`config.mk`:
```
export PLATFORM = sky130hd
export DESIGN_NAME = utf16_to_utf8_converter
export DESIGN_NICKNAME = d
export VERILOG_FILES = /design/src/rtl/core/u16u8_pkg.sv /design/src/rtl/core/u16u8_ser.sv /design/src/rtl/core/utf16_to_utf8_converter.sv
export SDC_FILE = /design/constraint.sdc
export NUM_CORES = 1
export LEC_CHECK = 0
export ABC_CLOCK_PERIOD_IN_PS = 7700
export BUFFER_PORTS_ARGS = -buffer_cell sky130_fd_sc_hd__buf_2
export CAP_MARGIN = 40
export CORE_UTILIZATION = 29
export DETAILED_ROUTE_END_ITERATION = 10
export GPL_ROUTABILITY_DRIVEN = 0
export HOLD_SLACK_MARGIN = 0.03
export MAX_ROUTING_LAYER = met4
export SETUP_SLACK_MARGIN = 0.4
export SYNTH_ARGS = -nofsm -noshare
export SYNTH_HDL_FRONTEND = slang
export SYNTH_HIERARCHICAL = 1
export SYNTH_SLANG_ARGS = --single-unit
```
`constraint.sdc`:
```
create_clock -name clk -period 7.7 [get_ports clk]
set_input_delay 1.54 -clock clk [delete_from_list [all_inputs] [get_ports clk]]
set_output_delay 1.54 -clock clk [all_outputs]
set_load 0.01 [all_outputs]
```
`src/rtl/core/u16u8_pkg.sv`:
```
// Package for the UTF-16 to UTF-8 converter: surrogate constants, the
// encoded-item struct passed between stages and the single-unit encoder.
// No dependencies.
package u16u8_pkg;

	localparam logic [15:0] HI_SURR_FIRST = 16'hD800;
	localparam logic [15:0] HI_SURR_LAST  = 16'hDBFF;
	localparam logic [15:0] LO_SURR_FIRST = 16'hDC00;
	localparam logic [15:0] LO_SURR_LAST  = 16'hDFFF;
	localparam logic [20:0] SUPP_BASE     = 21'h10000;
	localparam logic [15:0] ONE_BYTE_MAX  = 16'h007F;
	localparam logic [15:0] TWO_BYTE_MAX  = 16'h07FF;

	localparam logic [7:0] LEAD4 = 8'hF0;
	localparam logic [7:0] LEAD3 = 8'hE0;
	localparam logic [7:0] LEAD2 = 8'hC0;
	localparam logic [7:0] CONT  = 8'h80;

	// One encoded input item: up to four bytes, byte 0 goes out first.
	typedef struct packed {
		logic            emit;      // item produces at least one byte
		logic [1:0]      last_idx;  // index of final byte (count - 1)
		logic            str_last;  // item closes the string
		logic [3:0][7:0] bytes;
	} enc_item_t;

	function automatic enc_item_t encode_unit(
		input logic [15:0] cu,
		input logic        last,
		input logic        pend_v,
		input logic [9:0]  pend_bits
	);
		enc_item_t  r;
		logic       is_hi;
		logic       is_lo;
		logic [20:0] cp;
		is_hi = (cu >= HI_SURR_FIRST) && (cu <= HI_SURR_LAST);
		is_lo = (cu >= LO_SURR_FIRST) && (cu <= LO_SURR_LAST);
		cp    = {1'b0, pend_bits, cu[9:0]} + SUPP_BASE;
		r     = '0;
		r.str_last = last;
		if (pend_v && is_lo) begin
			r.emit     = 1'b1;
			r.last_idx = 2'd3;
			r.bytes[0] = LEAD4 | {5'd0, cp[20:18]};
			r.bytes[1] = CONT | {2'd0, cp[17:12]};
			r.bytes[2] = CONT | {2'd0, cp[11:6]};
			r.bytes[3] = CONT | {2'd0, cp[5:0]};
		end else if (is_hi && !last) begin
			r.emit = 1'b0;
		end else if (cu <= ONE_BYTE_MAX) begin
			r.emit     = 1'b1;
			r.last_idx = 2'd0;
			r.bytes[0] = cu[7:0];
		end else if (cu <= TWO_BYTE_MAX) begin
			r.emit     = 1'b1;
			r.last_idx = 2'd1;
			r.bytes[0] = LEAD2 | {3'd0, cu[10:6]};
			r.bytes[1] = CONT | {2'd0, cu[5:0]};
		end else begin
			r.emit     = 1'b1;
			r.last_idx = 2'd2;
			r.bytes[0] = LEAD3 | {4'd0, cu[15:12]};
			r.bytes[1] = CONT | {2'd0, cu[11:6]};
			r.bytes[2] = CONT | {2'd0, cu[5:0]};
		end
		return r;
	endfunction

endpackage

```
`src/rtl/core/u16u8_ser.sv`:
```
// Byte serializer: holds one encoded item and sends its bytes one per request.
// Depends on u16u8_pkg.
module u16u8_ser (
	input  logic                  clk,
	input  logic                  arst_n,
	input  logic                  item_valid,
	input  u16u8_pkg::enc_item_t  item,
	output logic                  item_ready,
	output logic                  m_axis_tvalid,
	input  logic                  m_axis_tready,
	output logic [7:0]            m_axis_tdata,   // [7:0] out_byte
	output logic                  m_axis_tlast,   // run_last
	output logic                  m_axis_tuser    // [0] string_last
);
	import u16u8_pkg::*;

	enc_item_t  item_s2;
	logic       valid_s2;
	logic [1:0] idx_q;
	logic       at_last;

	assign at_last    = (idx_q == item_s2.last_idx);
	assign item_ready = !valid_s2 || (m_axis_tready && at_last);

	always_ff @(posedge clk or negedge arst_n) begin
		if (!arst_n) begin
			valid_s2 <= 1'b0;
			idx_q    <= '0;
		end else if (item_ready) begin
			valid_s2 <= item_valid;
			idx_q    <= '0;
		end else if (m_axis_tready) begin
			idx_q <= idx_q + 2'd1;
		end
	end

	always_ff @(posedge clk) begin
		if (item_ready && item_valid) begin
			item_s2 <= item;
		end
	end

	assign m_axis_tvalid = valid_s2;
	assign m_axis_tdata  = item_s2.bytes[idx_q];
	assign m_axis_tlast  = at_last;
	assign m_axis_tuser  = at_last && item_s2.str_last;

endmodule

```
`src/rtl/core/utf16_to_utf8_converter.sv`:
```
// UTF-16 to UTF-8 converter. With the serializer idle, a request is registered into stage 1
// (item_s1) and then into the serializer (item_s2) before its first byte is valid.
// One output byte per cycle while m_axis_tready is high. A unit gives 1 to 4 bytes and
// holds the serializer until its last byte is taken; a held high surrogate gives none.
// Reset (arst_n low, asynchronous) clears the held surrogate and both stage valids.
// Depends on u16u8_pkg and u16u8_ser.
module utf16_to_utf8_converter (
	input  logic        clk,
	input  logic        arst_n,
	input  logic        s_axis_tvalid,
	output logic        s_axis_tready,
	input  logic [15:0] s_axis_tdata,   // [15:0] utf16_word
	input  logic        s_axis_tlast,   // last_unit
	output logic        m_axis_tvalid,
	input  logic        m_axis_tready,
	output logic [7:0]  m_axis_tdata,   // [7:0] out_byte
	output logic        m_axis_tlast,   // run_last
	output logic        m_axis_tuser    // [0] string_last
);
	import u16u8_pkg::*;

	logic       pend_valid_q;
	logic [9:0] pend_bits_q;
	enc_item_t  enc;
	enc_item_t  item_s1;
	logic       valid_s1;
	logic       ser_ready;
	logic       in_req;
	logic       is_hi;

	assign enc   = encode_unit(s_axis_tdata, s_axis_tlast, pend_valid_q, pend_bits_q);
	assign is_hi = (s_axis_tdata >= HI_SURR_FIRST) && (s_axis_tdata <= HI_SURR_LAST);

	assign s_axis_tready = !valid_s1 || ser_ready;
	assign in_req        = s_axis_tvalid && s_axis_tready;

	always_ff @(posedge clk or negedge arst_n) begin
		if (!arst_n) begin
			pend_valid_q <= 1'b0;
			pend_bits_q  <= '0;
			valid_s1     <= 1'b0;
		end else begin
			if (in_req) begin
				// a high surrogate not closing the string waits for its partner
				pend_valid_q <= !enc.emit && is_hi;
				pend_bits_q  <= s_axis_tdata[9:0];
				valid_s1     <= enc.emit;
			end else if (ser_ready) begin
				valid_s1 <= 1'b0;
			end
		end
	end

	always_ff @(posedge clk) begin
		if (in_req && enc.emit) begin
			item_s1 <= enc;
		end
	end

	u16u8_ser u_ser (
		.clk           (clk),
		.arst_n        (arst_n),
		.item_valid    (valid_s1),
		.item          (item_s1),
		.item_ready    (ser_ready),
		.m_axis_tvalid (m_axis_tvalid),
		.m_axis_tready (m_axis_tready),
		.m_axis_tdata  (m_axis_tdata),
		.m_axis_tlast  (m_axis_tlast),
		.m_axis_tuser  (m_axis_tuser)
	);

`ifndef SYNTH
	a_final_clears_pending: assert property (@(posedge clk) disable iff (!arst_n)
		in_req && s_axis_tlast |=> !pend_valid_q)
		else $error("surrogate still held after final unit");

	a_s1_holds: assert property (@(posedge clk) disable iff (!arst_n)
		valid_s1 && !ser_ready |=> valid_s1 && $stable(item_s1))
		else $error("stage 1 item lost while serializer busy");

	a_str_last_on_run_last: assert property (@(posedge clk) disable iff (!arst_n)
		m_axis_tvalid && m_axis_tuser |-> m_axis_tlast)
		else $error("string end flagged on non-final byte of a run");

	a_pending_no_output: assert property (@(posedge clk) disable iff (!arst_n)
		in_req && !enc.emit |=> pend_valid_q)
		else $error("silent item did not leave a held surrogate");
`endif

endmodule
```
### Word-level counts from Yosys, hierarchy flattened

Cells that the tools add are included.
Widths: inputs -> output; s select.

| word-level totals | value |
|---|---|
| logic and storage cells | 72 |
| output and inout bits | 12 |
| bits of input ports | 21 |
| register bits | 85 |

| cells by class | value |
|---|---|
| muxes and demuxes | 18 |
| magnitude comparators | 7 |
| reductions and logical operators | 20 |
| add/subtract/negate cells | 2 |
| equality and inequality tests | 1 |

Operators by type and width:

| operator | number |
|---|---|
| $ge 16x16->1 const B | 2 |
| $le 16x16->1 const B | 2 |
| $mux 8 | 4 |
| $mux 24 | 1 |
| $mux 22 | 1 |
| $add 20x17->21 const B | 1 |
| $bmux 8 s2 | 1 |
| $le 16x11->1 const B | 1 |
| $le 16x7->1 const B | 1 |
| $mux 16 | 1 |
| $mux 14 | 1 |
| $logic_and 1x1->1 | 10 |
| $mux 2 | 5 |
| $logic_not 1->1 | 4 |
| $reduce_bool 2->1 | 2 |
| $lt 2x3->1 const B | 1 |
| $mux 1 | 3 |
| $mux 3 | 1 |
| $reduce_or 3->1 | 1 |
| $add 2x1->2 const B | 1 |
| $eq 2x2->1 | 1 |
| $logic_or 1x1->1 | 2 |
| $reduce_or 2->1 | 1 |

### Depth between registers and ports, before layout

Gate-level depths: netlist (run 1).

| depth | value |
|---|---|
| depth in word-level cells | 7 |
| mapped depth | 8 |
| gate-level depth less buffers | 7 |

### Cells and area by module

Netlist (run 1), hierarchy kept.

By module, submodules not included:

| module | instances | sequential area each (um2) | area each (um2) | cells an instance |
|---|---|---|---|---|
| utf16_to_utf8_converter | 1 | 1261.2 | 1921.8 | 137 |
| u16u8_ser | 1 | 1126.1 | 1445.1 | 65 |

### Worst setup path before layout (run 1)

Ideal clock, no wire load.

| timing | value |
|---|---|
| path kind | input port to flip-flop |
| from | input s_axis_tdata[11] |
| to | register item_s1[0] (netlist name) (enable) |
| library setup time | 0.421 ns |
| required time | 7.279 ns |
| stages | 5 |
| buffers on the path | 2 |
| arrival time | 3.643 ns |
| path slack | 3.636 ns |
| cell sequence | buf_2 > and4b_1 > and3_1 > clkbuf_1 > nor2_1 |

| between the ends | value |
|---|---|
| cells in the longest elaborated chain, start to end | 6 |
| elaborated cells between the ends (all ways) | 11 |
| those cells by class | order compare (4); mux (2); reduce/logical (5) |

RTL lines:

| element | RTL line | text |
|---|---|---|
| start, declared | utf16_to_utf8_converter.sv:12 | `input logic [15:0] s_axis_tdata,` |
| $ge 16x16->1 or $le 16x16->1 (tied branches) | u16u8_pkg.sv:37 | `is_hi = (cu >= HI_SURR_FIRST) && (cu <= HI_SURR_LAST);` |
| $logic_and 1x1->1 | u16u8_pkg.sv:37 |  |
| $logic_and 1x1->1 | u16u8_pkg.sv:49 | `end else if (is_hi && !last) begin` |
| $mux 1 | u16u8_pkg.sv:49 |  |
| $mux 3 (*) | u16u8_pkg.sv:42 | `if (pend_v && is_lo) begin` |
| $logic_and 1x1->1 (*) | utf16_to_utf8_converter.sv:55 | `if (in_req && enc.emit) begin` |
| end signal, assigned | utf16_to_utf8_converter.sv:56 | `item_s1 <= enc;` |
| end, declared | utf16_to_utf8_converter.sv:25 | `enc_item_t item_s1;` |

Every way passes the cells marked *; elsewhere a longest branch is shown, timed or not.
A chain may end at the register's enable or synchronous reset.

### Worst setup path in the final report (run 1)

| timing | value |
|---|---|
| from | input m_axis_tready |
| to | output s_axis_tready |

| between the ends | value |
|---|---|
| cells in the longest elaborated chain, start to end | 3 |

RTL lines:

| element | RTL line | text |
|---|---|---|
| start, declared | utf16_to_utf8_converter.sv:15 | `input logic m_axis_tready,` |
| $logic_and 1x1->1 | u16u8_ser.sv:23 | `assign item_ready = !valid_s2 \|\| (m_axis_tready && at_last);` |
| $logic_or 1x1->1 | u16u8_ser.sv:23 |  |
| net ser_ready | utf16_to_utf8_converter.sv:27 | `logic ser_ready;` |
| $logic_or 1x1->1 | utf16_to_utf8_converter.sv:34 | `assign s_axis_tready = !valid_s1 \|\| ser_ready;` |
| end, declared | utf16_to_utf8_converter.sv:11 | `output logic s_axis_tready,` |

The timed path passes the listed nets, and every way through them passes these cells.

==> out/metrics.yaml, run 1 <==
outcome:
  status: "complete, no violations"
drt:
  wl_mm: 6.10
  drtIter0Drc: 112
  final_antenna_net_count: 0
  vias_per_cell: 4.78
  drc: 0
  vias: 1844
  dr.pass1.iters: 4
  wl_per_cell_um: 15.8
floorplanning:
  coreArea_sq_um: 11000
  initial_core_util_pct: 30.3
  die-area_sq_um: 11900
  die-height_um: 109
  rows: 38
  die_x_um: 109
  io_pins: 33
power_and_ir_drop:
  seq_power_share_pct: 49.5
  powerDensity_nw_per_um2: 354
  combinationalPowerShare_pct: 21.1
  leakage_nw: 1.47
  p_switching_mw: 0.380
  clkPwrFrac_pct: 29.3
  ir_drop_v: 0.000106
  internal-power_mw: 1.01
  total_power_mw: 1.40
  swShare_pct: 27.3
cts:
  clk_pin_slew_ps: 60
  cts_made_buffers: 9
  cts_root_buf: "clkbuf_16"
  cts_tree: "built"
  h-tree-depth: 3
  cts_sinks: 81
  ctsLongestPathBuffers: 2
  insertion_delay_ps: 330
  postCtsHoldBufs: 0
  post_cts_buffers: 0
  cts-resized-gates: 0
cells_and_area:
  fillers: 1085
  drive_gt1_share_pct: 30.5
  antenna_cells: 0
  final_nets: 263
  final_common_cell: "edfxtp_1"
  area_growth_syn_to_layout_pct: 18.2
  final_cell_mix: "66 x edfxtp_1, 32 x buf_2, 15 x dfrtp_1"
global_routing:
  grt_overflow: 0
  antenna_found_initial: 0
  grt_first_pass_wirelength_mm: 9.83
  grt_util_all_layers_pct: 11.9
  grt_pass1_vias: 1771
  grt_max_degree: 36
sta:
  rsz0062_at_grt: "no"
  layout_min_cycle_time_ps: 3840
  finalCritPeriodShare_pct: 49.9
  tightest_slew_ps: 719
  slew_headroom_pct: 52.0
  setup_tns_ps: 0
  finalHoldViolCount: 0
  finalSetupViolCount: 0
  fin_worst_skew_ps: 7.11
  fmax_mhz: 260
  finalMaxSlewViolations: 0
run:
  drv_cap: 0
hold_path:
  hold_class: "flop to flop"
synthesis:
  synth_area_sq_um: 3340
  ys_warn_count: 6
  syn_area_per_cell_sq_um: 16.6
  netlist_instances: 201
placement:
  dpl.hpwl_mm: 4.31
  portBuffers: 32
critical_path:
  critical_path_arrival_ps: 2300
  crit_type: "input pin to output pin"
  start_kind: "input pin"
  endpoint_kind: "output pin"
  crit_fanout: 5
  required_ps: 6160
## flip-flops by register name, summed over array words and instances (netlist names)
register             cells
valid_s1                 1
u_ser/idx_q              2
item_s1                 31
pend_valid_q             1
pend_bits_q             10
u_ser/item_s2           35
u_ser/m_axis_tvalid      1
## metrics by stage
step | setup slack, ps | utilization, % | std cells | hold slack [ps] | area, sq um
floorplan | 3680 | - | 203 | 400 | 3340
global placement | 3840 | 33.1 | 370 | 405 | 3660
detailed placement | 3850 | 33.1 | 370 | 405 | 3660
CTS | 3850 | 35.8 | 386 | 416 | 3950
global route | 3780 | 35.8 | 386 | 419 | 3950
finish | 3860 | 35.8 | 386 | 417 | 3950
## cell type report
cell class,count,area [sq um],share of cell area (%)
clock buffer,11,233,5.90
clock inverter,5,56.3,1.43
inverter,8,30.0,0.761
multi-input combinational,107,918,23.3
sequential,81,2360,59.8
tap,140,175,4.44
timing repair buffer,34,175,4.44
## worst paths after layout
check	startpoint	end	slack (ps)	depth (start not counted)
max	m_axis_tready	s_axis_tready	3860	5
min	item_s1[33]$_SDFFCE_PP1P_	u_ser/item_s2[33]$_DFFE_PP_	420	0
max reg2reg	u_ser/idx_q[0]$_DFFE_PN0P_	item_s1[10]$_DFFE_PP_	4450	7
min reg2reg	item_s1[33]$_SDFFCE_PP1P_	u_ser/item_s2[33]$_DFFE_PP_	420	0
max in group asynchronous	arst_n	pend_bits_q[1]$_DFFE_PN0P_	6270	1
min in group asynchronous	arst_n	u_ser/idx_q[0]$_DFFE_PN0P_	1140	1
## worst max-delay path: stages
cell and delay, ps:
buf_2 120, a31oi_1 230, inv_1 60, nand2b_1 190
buf_2 160
## metal layers
| metal | vias to the layer above | GRT usage (%) | part of all wire, % |
|---|---|---|---|
| met3 | 7 | 2.75 | 6.8 |
| li1 | 869 | - | - |
| met5 | - | - | 0 |
| met2 | 53 | 16.9 | 45 |
| met4 | 0 | 6.86 | 1.4 |
| met1 | 915 | 15.6 | 46 |
## power groups by stage
| stage | Clock [mW] | Combinational (mW) | Sequential (mW) |
|---|---|---|---|
| after floorplan | 0 | 0.229 | 0.667 |
| after global placement | 0 | 0.296 | 0.698 |
| final | 0.409 | 0.295 | 0.691 |
| after detailed placement | 0 | 0.302 | 0.703 |
| after global routing | 0.439 | 0.327 | 0.706 |
| after CTS | 0.417 | 0.302 | 0.695 |
Note: power is estimated with default switching activity, not from simulation.
==> run 2, diff against run 1 <==
ABC_CLOCK_PERIOD_IN_PS = 3200   (was 7700)
clock period = 3.2 ns   (was 7.7 ns; I/O delays follow)
==> out/metrics.yaml, run 2 (synthesized netlist as in run 1, its figures left out) <==
outcome:
  status: "complete, no violations"  # unchanged
drt:
  vias_per_cell: 4.71  # was 4.78
  vias: 1831  # was 1844
  wl_mm: 6.09  # was 6.10 mm
  dr.pass1.iters: 4  # unchanged
  drc: 0  # unchanged
  wl_per_cell_um: 15.7  # was 15.8 um
  final_antenna_net_count: 0  # unchanged
  drtIter0Drc: 97  # was 112
cts:
  h-tree-depth: 3  # unchanged
  postCtsHoldBufs: 0  # unchanged
  cts_made_buffers: 9  # unchanged
  ctsLongestPathBuffers: 2  # unchanged
  insertion_delay_ps: 330  # about the same
  cts_root_buf: "clkbuf_16"  # unchanged
  cts_sinks: 81  # unchanged
  cts_tree: "built"  # unchanged
  cts-resized-gates: 0  # unchanged
  post_cts_buffers: 0  # unchanged
  clk_pin_slew_ps: 60  # about the same
global_routing:
  grt_overflow: 0  # unchanged
  grt_pass1_vias: 1857  # was 1771
  antenna_found_initial: 0  # unchanged
  grt_max_degree: 36  # unchanged
  grt_util_all_layers_pct: 11.7  # was 11.9%
  grt_first_pass_wirelength_mm: 9.74  # was 9.83 mm
sta:
  finalHoldViolCount: 0  # unchanged
  layout_min_cycle_time_ps: 2440
  finalCritPeriodShare_pct: 76.2
  slew_headroom_pct: 59.4  # was 52.0%
  setup_tns_ps: 0  # unchanged
  tightest_slew_ps: 608  # was 719 ps
  fmax_mhz: 410
  finalSetupViolCount: 0  # unchanged
  fin_worst_skew_ps: 5.44  # was 7.11 ps
  finalMaxSlewViolations: 0  # unchanged
  rsz0062_at_grt: "no"  # unchanged
cells_and_area:
  final_cell_mix: "66 x edfxtp_1, 32 x buf_2, 15 x dfrtp_1"  # unchanged
  drive_gt1_share_pct: 32.1  # was 30.5%
  final_nets: 266  # was 263
  largestRegisters: "u_ser/item_s2 (35), item_s1 (31), pend_bits_q (10)"  # unchanged
  largest_reg_flops: 35  # unchanged
  final_area_sq_um: 3990  # was 3950 sq um
  largest_register: "u_ser/item_s2"  # unchanged
  utilization_pct: 36.2  # was 35.8%
  area_growth_syn_to_layout_pct: 19.6  # was 18.2%
  stdcell_count: 389  # was 386
  antenna_cells: 0  # unchanged
  final_common_cell: "edfxtp_1"  # unchanged
  fillers: 1069  # was 1085
placement:
  dp_cells: 373  # was 370
  placed_area_sq_um: 3680  # was 3660 sq um
  dpl.hpwl_mm: 4.42  # was 4.31 mm
  portBuffers: 32  # unchanged
critical_path:
  max_stage_delay_ps: 390  # was 230 ps
  endpoint_kind: "flop"  # was output pin
  crit_fanout: 21  # was 5
  crit_chain: "buf_4, xnor2_1, a31oi_1, inv_1, nand2b_1, nand2_1, nor2_2, buf_4"  # was buf_2, a31oi_1, inv_1, nand2b_1, buf_2
  crit_type: "flop to flop"  # was input pin to output pin
  critical_path_arrival_ps: 2450  # was 2300 ps
  crit_top_cell: "buf_4"  # was buf_2
  required_ps: 3210  # was 6160 ps
  start_kind: "flop"  # was input pin
  crit_buf_inv: 3  # unchanged
  critPathTopFamily: "simple AND/OR/NAND/NOR gates"  # was buffers and inverters
  cp_slowest_cell: "nand2_1"  # was a31oi_1
floorplanning:
  io_pins: 33  # unchanged
  initial_core_util_pct: 30.3  # unchanged
  die-height_um: 109  # unchanged
  die_x_um: 109  # unchanged
  coreArea_sq_um: 11000  # unchanged
  die-area_sq_um: 11900  # unchanged
  rows: 38  # unchanged
run:
  drv_cap: 0  # unchanged
power_and_ir_drop:
  ir_drop_v: 0.000296  # was 0.000106 V
  powerDensity_nw_per_um2: 862  # was 354 nW/um^2
  leakage_nw: 1.49  # was 1.47 nW
  total_power_mw: 3.44  # was 1.40 mW
hold_path:
  hold_class: "input pin to asynchronous set/reset pin"  # was flop to flop
run 2: report_power, final:
part	switching (mW)	internal, mW	total, mW	leakage [nW]
Sequential	0.105	1.50	1.61	0.768
Combinational	0.441	0.361	0.801	0.574
Clock	0.396	0.634	1.03	0.150
run 2: per-stage QoR:
| stage | setup slack [ps] | hold WS [ps] |
|---|---|---|
| 6_report | 761 | 228 |
| 5_1_grt | 555 | 251 |
| 4_1_cts | 743 | 231 |
| 3_5_place_dp | 759 | 405 |
| 3_3_place_gp | 756 | 404 |
| 2_1_floorplan | 419 | 344 |
run 2: worst reg2reg max path: stages, from the launching register on:
cell and delay [ps]:
dfrtp_1 350, buf_4 190, xnor2_1 230, a31oi_1 180, inv_1 80, nand2b_1 170, nand2_1 390, nor2_2 220
buf_4 300
run 2: worst paths after layout:
check | cells past startpoint | endpoint | start | slack [ps]
worst min-delay path | 1 | u_ser/idx_q[1]$_DFFE_PN0P_ | arst_n | 230
max in group asynchronous | 1 | pend_bits_q[1]$_DFFE_PN0P_ | arst_n | 2690
worst min register to register | 0 | u_ser/item_s2[20]$_DFFE_PP_ | item_s1[20]$_DFFE_PP_ | 420
worst max register to register | 8 | item_s1[18]$_DFFE_PP_ | u_ser/idx_q[1]$_DFFE_PN0P_ | 760
min in group clk | 0 | u_ser/item_s2[20]$_DFFE_PP_ | item_s1[20]$_DFFE_PP_ | 420
worst max-delay path | 8 | item_s1[18]$_DFFE_PP_ | u_ser/idx_q[1]$_DFFE_PN0P_ | 760
run 2: layout make-up:
cell class                      count  area [sq um]  area share [%]
Sequential cell                    81          2360            59.1
Clock buffer                       10           239            5.99
Timing Repair Buffer               37           198            4.95
Clock inverter                      6          72.6            1.82
Inverter                            8          30.0           0.753
Multi-Input combinational cell    107           918            23.0
Tap cell                          140           175            4.39
run 2: per-layer routing:
metal  up-vias  GRT usage [%]  part of all wire, %
met5         -              -                    0
met2        48           17.3                   44
met3         6           3.89                  5.6
met4         0           3.43                  1.0
li1        871              -                    -
met1       906           15.2                   49
==> run 3, diff against run 2 <==
ABC_CLOCK_PERIOD_IN_PS = 2500   (was 3200)
clock period = 2.5 ns   (was 3.2 ns; I/O delays follow)
==> out/metrics.yaml, run 3 (synthesized netlist as in run 1, its figures left out) <==
cells_and_area:
  final_common_cell: "edfxtp_1"  # unchanged
  final_cell_mix: "66 x edfxtp_1, 28 x buf_2, 14 x dfrtp_1"  # was 66 x edfxtp_1, 32 x buf_2, 15 x dfrtp_1
  antenna_cells: 0  # unchanged
  stdcell_count: 392  # was 389
  drive_gt1_share_pct: 34.5  # was 32.1%
  largestRegisters: "u_ser/item_s2 (35), item_s1 (31), pend_bits_q (10)"  # unchanged
  final_nets: 269  # was 266
  largest_register: "u_ser/item_s2"  # unchanged
  area_growth_syn_to_layout_pct: 23.7  # was 19.6%
  fillers: 1028  # was 1069
  largest_reg_flops: 35  # unchanged
cts:
  cts_made_buffers: 9  # unchanged
  cts_tree: "built"  # unchanged
  cts_sinks: 81  # unchanged
  ctsLongestPathBuffers: 2  # unchanged
  cts_root_buf: "clkbuf_16"  # unchanged
  insertion_delay_ps: 320  # was 330 ps
  h-tree-depth: 3  # unchanged
  postCtsHoldBufs: 0  # unchanged
  clk_pin_slew_ps: 60  # about the same
drt:
  wl_mm: 6.34  # was 6.09 mm
  wl_per_cell_um: 16.2  # was 15.7 um
  drtIter0Drc: 87  # was 97
  drc: 0  # unchanged
  vias_per_cell: 4.81  # was 4.71
  final_antenna_net_count: 0  # unchanged
  vias: 1886  # was 1831
  dr.pass1.iters: 4  # unchanged
critical_path:
  critical_path_arrival_ps: 1600  # was 2450 ps
  crit_type: "flop to output pin"  # was flop to flop
  crit_fanout: 7  # was 21
  start_kind: "flop"  # unchanged
  required_ps: 2000  # was 3210 ps
  endpoint_kind: "output pin"  # was flop
outcome:
  status: "complete, no violations"  # unchanged
sta:
  finalSetupViolCount: 0  # unchanged
  fin_worst_skew_ps: 4.51  # was 5.44 ps
  tightest_slew_ps: 566  # was 608 ps
  fin_ws_ps: 400  # was 761 ps
  finalCritPeriodShare_pct: 84.0
  slew_headroom_pct: 62.2  # was 59.4%
  finalMaxSlewViolations: 0  # unchanged
  finalHoldViolCount: 0  # unchanged
  layout_min_cycle_time_ps: 2100
  rsz0062_at_grt: "yes"  # was no
  fmax_mhz: 476
  setup_tns_ps: 0  # unchanged
global_routing:
  grt_pass1_vias: 1872  # was 1857
  grt_max_degree: 26  # was 36
  grt_util_all_layers_pct: 12.3  # was 11.7%
  antenna_found_initial: 0  # unchanged
  grt_first_pass_wirelength_mm: 10.3  # was 9.74 mm
  grt_overflow: 0  # unchanged
floorplanning:
  coreArea_sq_um: 11000  # unchanged
  io_pins: 33  # unchanged
  die_x_um: 109  # unchanged
  rows: 38  # unchanged
  die-height_um: 109  # unchanged
  die-area_sq_um: 11900  # unchanged
  initial_core_util_pct: 30.3  # unchanged
power_and_ir_drop:
  seq_power_share_pct: 43.9  # was 46.7%
  internal-power_mw: 3.51  # was 2.50 mW
  p_switching_mw: 1.24  # was 0.942 mW
  swShare_pct: 26.1  # was 27.4%
  ir_drop_v: 0.000431  # was 0.000296 V
  leakage_nw: 1.55  # was 1.49 nW
  combinationalPowerShare_pct: 24.8  # was 23.3%
  powerDensity_nw_per_um2: 1150  # was 862 nW/um^2
  clkPwrFrac_pct: 31.4  # was 30.0%
  total_power_mw: 4.75  # was 3.44 mW
placement:
  dp_cells: 375  # was 373
  place_ws_ps: 289  # was 759 ps
  dpl.hpwl_mm: 4.52  # was 4.42 mm
  portBuffers: 32  # unchanged
run:
  drv_cap: 0  # unchanged
hold_path:
  hold_class: "input pin to asynchronous set/reset pin"  # unchanged
[run 3: cell count changes in the layout (fill, tap and decap cells not counted), moves of 2 or more]
cell,previous run,this run
buf_2,32,28
buf_6,0,4
inv_6,3,0
bufinv_16,1,3
[run 3: layout make-up]
type,count,area (sq um),share of cell area [%]
Clock buffer,11,243,5.88
Clock inverter,5,103,2.49
Inverter,8,30.0,0.728
Multi-Input combinational cell,107,952,23.1
Sequential cell,81,2360,57.2
Tap cell,140,175,4.24
Timing Repair Buffer,40,265,6.43
[run 3: power by group through the flow]
stage / sequential, mW / combinational (mW) / clock, mW
2_1_floorplan: 2.05 / 0.748 / 0
3_3_place_gp: 2.09 / 1.08 / 0
3_5_place_dp: 2.10 / 1.10 / 0
4_1_cts: 2.08 / 1.15 / 1.52
5_1_grt: 2.12 / 1.28 / 1.57
6_report: 2.08 / 1.18 / 1.49
[run 3: worst paths after layout]
check                                                  from  slack [ps]                          to  cells after the start
worst max-delay path             u_ser/idx_q[0]$_DFFE_PN0P_         400             m_axis_tdata[4]                      3
worst min-delay path                                 arst_n         100  u_ser/idx_q[1]$_DFFE_PN0P_                      1
worst max register to register  u_ser/item_s2[34]$_DFFE_PP_         600       item_s1[16]$_DFFE_PP_                      7
worst min register to register         item_s1[8]$_DFFE_PP_         410  u_ser/item_s2[8]$_DFFE_PP_                      0
max in group asynchronous                            arst_n        2080  u_ser/idx_q[0]$_DFFE_PN0P_                      1
min in group clk                               s_axis_tlast         400       item_s1[32]$_DFFE_PP_                      1
[run 3: stage by stage]
step	instance area, sq um	utilization, %	hold WS [ps]
floorplan	3380	-	204
global route	4130	37.4	115
finish	4130	37.4	103
global placement	3730	33.8	403
detailed placement	3730	33.8	405
CTS	4100	37.2	109
[run 3: worst max-delay path, stage by stage, from the launching register on]
cell	delay, ps
dfrtp_2	450
buf_8	170
mux4_2	520
buf_6	140
[run 3: timing repair]
| action | 4_1_cts | 5_1_grt |
|---|---|---|
| endpoints found under the setup margin | 7 | 7 |
| buffers inserted | 1 | 0 |
| gates resized for setup | 5 | 4 |
[run 3: routing by layer]
| metal | vias up | share of wire [%] | global-route usage [%] |
|---|---|---|---|
| met2 | 64 | 47 | 18.2 |
| met5 | - | 0 | - |
| met3 | 10 | 6.0 | 4.12 |
| met1 | 937 | 46 | 15.9 |
| met4 | 0 | 1.6 | 3.71 |
| li1 | 875 | - | - |
